### src/hw/rtl/pfba_pkg.sv
// pfba_pkg: shared types and constants of the page frame bitmap allocator
// beat structs, controller/datapath command and status groups, defaults
// no dependencies
package pfba_pkg;

  localparam int MaxFramesDef = 32768;
  localparam int WordBitsDef  = 32;

  localparam int CfgW       = 16;
  localparam int PageAddrW  = 32;
  localparam int PageCountW = 16;
  localparam int FrameAddrW = 27;
  localparam int PageShift  = 12;

  localparam logic [CfgW-1:0] FrameCountReset = 16'd32768;

  // operation codes
  localparam logic OpAlloc = 1'b0;
  localparam logic OpFree  = 1'b1;

  typedef struct packed {
    logic                  operation;
    logic [PageAddrW-1:0]  page_address;
    logic [PageCountW-1:0] page_count;
  } in_item_t;

  typedef struct packed {
    logic [FrameAddrW-1:0] frame_address;
    logic                  ok;
  } out_item_t;

  // controller -> datapath
  typedef struct packed {
    logic clear_wr;
    logic load;
    logic set_base;
    logic pend_plain;
    logic rd;
    logic check;
    logic advance;
    logic res_load;
  } pfba_cmd_t;

  // datapath -> controller
  typedef struct packed {
    logic clear_last;
    logic empty;
    logic is_free;
    logic found;
    logic last_word;
  } pfba_status_t;

endpackage

### src/hw/rtl/pfba_ctrl.sv
// pfba_ctrl: controller state machine of the page frame bitmap allocator
// sequences the clearing pass, the word walk and the result beat
// depends on pfba_pkg
module pfba_ctrl (
  input  logic                   clk_i,
  input  logic                   rst_ni,
  input  logic                   in_valid_i,
  output logic                   in_stall_o,
  output logic                   out_valid_o,
  input  logic                   out_stall_i,
  input  pfba_pkg::pfba_status_t status_i,
  output pfba_pkg::pfba_cmd_t    cmd_o
);
  import pfba_pkg::*;

  typedef enum logic [2:0] {
    S_CLEAR,
    S_IDLE,
    S_PREP,
    S_READ,
    S_CHECK,
    S_FINISH
  } state_e;

  state_e state_q;
  logic   out_valid_q;
  logic   accept;
  logic   slot_free;

  assign in_stall_o  = (state_q != S_IDLE);
  assign accept      = in_valid_i && !in_stall_o;
  assign slot_free   = !out_valid_q || !out_stall_i;
  assign out_valid_o = out_valid_q;

  always_comb begin
    cmd_o = '0;
    unique case (state_q)
      S_CLEAR: cmd_o.clear_wr = 1'b1;
      S_IDLE:  cmd_o.load     = accept;
      S_PREP: begin
        if (status_i.empty) begin
          cmd_o.pend_plain = 1'b1;
        end else if (status_i.is_free) begin
          cmd_o.set_base = 1'b1;
        end
      end
      S_READ: cmd_o.rd = 1'b1;
      S_CHECK: begin
        cmd_o.check   = 1'b1;
        cmd_o.advance = !(status_i.found && !status_i.is_free) && !status_i.last_word;
      end
      S_FINISH: cmd_o.res_load = slot_free;
      default: cmd_o = '0;
    endcase
  end

  always_ff @(posedge clk_i or negedge rst_ni) begin
    if (!rst_ni) begin
      state_q     <= S_CLEAR;
      out_valid_q <= 1'b0;
    end else begin
      if (cmd_o.res_load) begin
        out_valid_q <= 1'b1;
      end else if (!out_stall_i) begin
        out_valid_q <= 1'b0;
      end
      unique case (state_q)
        S_CLEAR: begin
          if (status_i.clear_last) begin
            state_q <= S_IDLE;
          end
        end
        S_IDLE: begin
          if (accept) begin
            state_q <= S_PREP;
          end
        end
        S_PREP: begin
          if (status_i.empty) begin
            state_q <= S_FINISH;
          end else begin
            state_q <= S_READ;
          end
        end
        S_READ: state_q <= S_CHECK;
        S_CHECK: begin
          if (cmd_o.advance) begin
            state_q <= S_READ;
          end else begin
            state_q <= S_FINISH;
          end
        end
        S_FINISH: begin
          if (slot_free) begin
            state_q <= S_IDLE;
          end
        end
        default: state_q <= S_IDLE;
      endcase
    end
  end

endmodule

### config.mk
export PLATFORM = sky130hd
export DESIGN_NAME = pfba_ctrl
export DESIGN_NICKNAME = d
export VERILOG_FILES = /design/src/hw/rtl/pfba_pkg.sv /design/src/hw/rtl/pfba_ctrl.sv
export SDC_FILE = /design/constraint.sdc
export NUM_CORES = 1
export LEC_CHECK = 0
export ABC_AREA = 1
export BUFFER_PORTS_ARGS = -buffer_cell sky130_fd_sc_hd__buf_4
export CAP_MARGIN = 5
export CORE_AREA = 4 4 41 43
export DETAILED_ROUTE_END_ITERATION = 8
export DIE_AREA = 0 0 45 47
export PLACE_DENSITY = 0.53
export SKIP_CTS_REPAIR_TIMING = 1
export SLEW_MARGIN = 25
export SYNTH_ARGS = -nofsm -noshare
export SYNTH_HDL_FRONTEND = slang
export SYNTH_SLANG_ARGS = --single-unit
export TNS_END_PERCENT = 1
### constraint.sdc
create_clock -name clk_i -period 2.8 [get_ports clk_i]
set_clock_uncertainty 0.1 [all_clocks]
set_input_delay 0.42 -clock clk_i [delete_from_list [all_inputs] [get_ports clk_i]]
set_output_delay 0.42 -clock clk_i [all_outputs]
set_load 0.01 [all_outputs]
==> run summary <==
Status -> completed
Final Util -> 38.94%
Crit path DAT -> 1.22 ns
Slack of the critical path -> 1.060 ns
Cells after Synth -> 48
Drt initial violations -> 4
Initial core utilization -> 25.48%
Origin of the worst min-delay path -> out_stall_i
Final setup viols -> 0
R2R depth -> 4
Crit path kind -> flop to output port
Tmin final -> 1.740 ns
LEAKAGE -> 0.0003103 uW
Flops & latches, synth -> 4
Fin. Hold Viols -> 0
Sequential share of power -> 26.0%
# H-tree levels -> 1
Nets -> 80
Drt first pass iters -> 2
DP Area -> 474.2 sq um
Hold crit path type -> primary input to flop
Worst hold stages -> 3
Die area -> 2115 sq um
Top cell family by delay on the critical path -> flip-flops
Placeable Area -> 1301 sq um
Via count -> 349
First-pass GRT wire length -> 1331 um
CTS root buf -> clkbuf_4
Ant diodes -> 0
Routability cong. -> 0.7625
# rows -> 13
Post-detail-place hpwl -> 650.1 um
GR Util met1 -> 10.32%
Post-detailed-route wirelength per cell -> 9.131 um
GR Layer Usage met2 -> 13.56%
Max_slew headroom -> 78.05%
GR Util met3 -> 2.299%
Switching pwr -> 202.1 uW
Worst vdd ir -> 0.3141 mV
Crit-path cells -> nor2_4, nand2_2, nor2_1, buf_4
Pin count of the biggest net entering global routing -> 9
Fin area -> 506.7 sq um
Netlist cell types -> 16
CP peak stage delay -> 0.48 ns
Buf/Inv on CP -> 1
Crit. Startpoint -> state_q[2]$_DFFE_PN0P_
PortBufs -> 18
Crit Path Max Fanout -> 8
Slowest-stage cell, CP -> dfrtp_1
Clk pwr share -> 15.2%
Worst-path clk slew -> 0.04 ns
Max-Cap Viols -> 0
Max Root-Sink Buffers -> 2
Cell area after synthesis -> 331.6 sq um
Power Internal -> 257.4 uW
RSZ-0062 raised after global routing -> no
CTS sink count -> 4
Post-route ant nets -> 0
Area grow syn2layout -> 52.83%
Fmax -> 574.7 MHz
Clock latency on the worst-skew pair -> 0.23 ns
Slew @ Worst Pin -> 0.3293 ns
Initial antenna violation count -> 0
I/O pin total -> 19
Mean post-synth cell area -> 6.908 sq um
Grt total ovfl -> 0
Overall global routing resource usage -> 8.558%
GRT busiest layer -> met2
PwrDens -> 906.8 nW/um^2
Fin. max-slew vios -> 0
DRC violations left -> 0
DP Worst Slack -> 1.301 ns
CTS buffer count -> 3
Startpoint class of the critical path -> flop
Comb pwr share -> 58.8%
Die Span X -> 45 um
Vias in the first global route -> 363
Post-synthesis sequential area ratio -> 30.19%
Final WL -> 767 um
Critical Path End Type -> output port
Reg-to-Reg Start -> state_q[2]$_DFFE_PN0P_
# fillers -> 138
Share of cells above drive strength 1 -> 47.83%
Clock tree from TritonCTS -> done
Sw Ratio -> 43.99%
Syn_nets -> 57
Via-to-Cell Ratio -> 4.155
Critical path required time -> 2.28 ns
Ys Warns -> 0
Sum Neg Setup Slack -> 0 ns
Chip height -> 47 um
Final Cycle Share -> 62.14%
Critical Path Stages -> 4
## cells in the mapped netlist (all sizes together)
library cell	number	share of area (%)
nand3b	1	2.3
nor3	2	3.0
inv	11	12
and2	1	2.6
nor2	10	17
nand3	4	9.1
o21ai	1	2.6
nand4	1	1.9
nand2	12	15
buf	1	3.4
dfrtp	4	30
## cell usage in the layout (no fill, tap or decap)
master / synthesis / layout
nor3_1: 2 / 2
nand3_2: 2 / 2
nor2_1: 6 / 6
clkbuf_4: 0 / 3
inv_1: 9 / 9
dfrtp_1: 4 / 4
nor2_4: 2 / 2
inv_2: 2 / 2
dlygate4sd3_1: 0 / 1
and2_4: 1 / 1
nand2_1: 10 / 10
o21ai_2: 1 / 1
nand3b_1: 1 / 1
nand2_2: 2 / 2
nand4_1: 1 / 1
nand3_1: 2 / 2
buf_4: 0 / 18
nor2_2: 2 / 2
## sequential cells by signal, summed over array words and instances (netlist names)
signal       cells
out_valid_o      1
state_q          3
## worst register-to-register path, stage by stage (launching register included)
cell,delay (ns)
dfrtp_1,0.48
nor2_4,0.21
nand3_2,0.09
and2_4,0.16
o21ai_2,0.04
## power by group through the flow
stage	registers, uW	logic (uW)	clock network, uW
2_1_floorplan	108	194	0
3_3_place_gp	120	277	0
3_5_place_dp	121	274	0
4_1_cts	120	275	70.3
5_1_grt	128	303	75.3
6_report	119	270	69.7
## path summary, 6_finish.rpt
check,to,slack [ns]
min in group asynchronous,state_q[1]$_DFFE_PN0P_,0.43
max,cmd_o[6],1.06
min reg2reg,out_valid_o$_DFFE_PN0P_,0.40
max reg2reg,state_q[0]$_DFFE_PN0P_,1.64
max in group asynchronous,out_valid_o$_DFFE_PN0P_,2.07
min,out_valid_o$_DFFE_PN0P_,0.32
## cell type report
cell class | instances | area, sq um | share of cell area [%]
multi-input combinational | 32 | 178.9 | 35.31
timing repair buffer | 19 | 145.1 | 28.64
sequential | 4 | 100.1 | 19.75
inverter | 11 | 41.29 | 8.148
clock buffer | 3 | 22.52 | 4.444
tap | 15 | 18.77 | 3.704
## layer usage
metal,routed length [um],vias to the layer above
met3,33,0
met2,420,8
met5,0,-
met4,0,0
met1,313,155
li1,-,186
## kinds of logic after synthesis
kind of cell           Yosys count  synth area share, %
AND/OR/NAND/NOR                 31                51.32
buffers and inverters           12                15.85
flip-flops                       4                30.19
AO/OA/AOI/OAI                    1                2.642
## per-stage QoR
stage	instances	total power (uW)	hold slack [ns]
after floorplan	48	301.2	0.02441
after CTS	83	465.4	-0.1221
after global placement	80	397.1	0.1183
after detailed placement	80	394.4	0.1183
final	84	459.5	0.3220
after global routing	84	506.6	0.3516
Note: power is estimated with default switching activity, not from simulation.
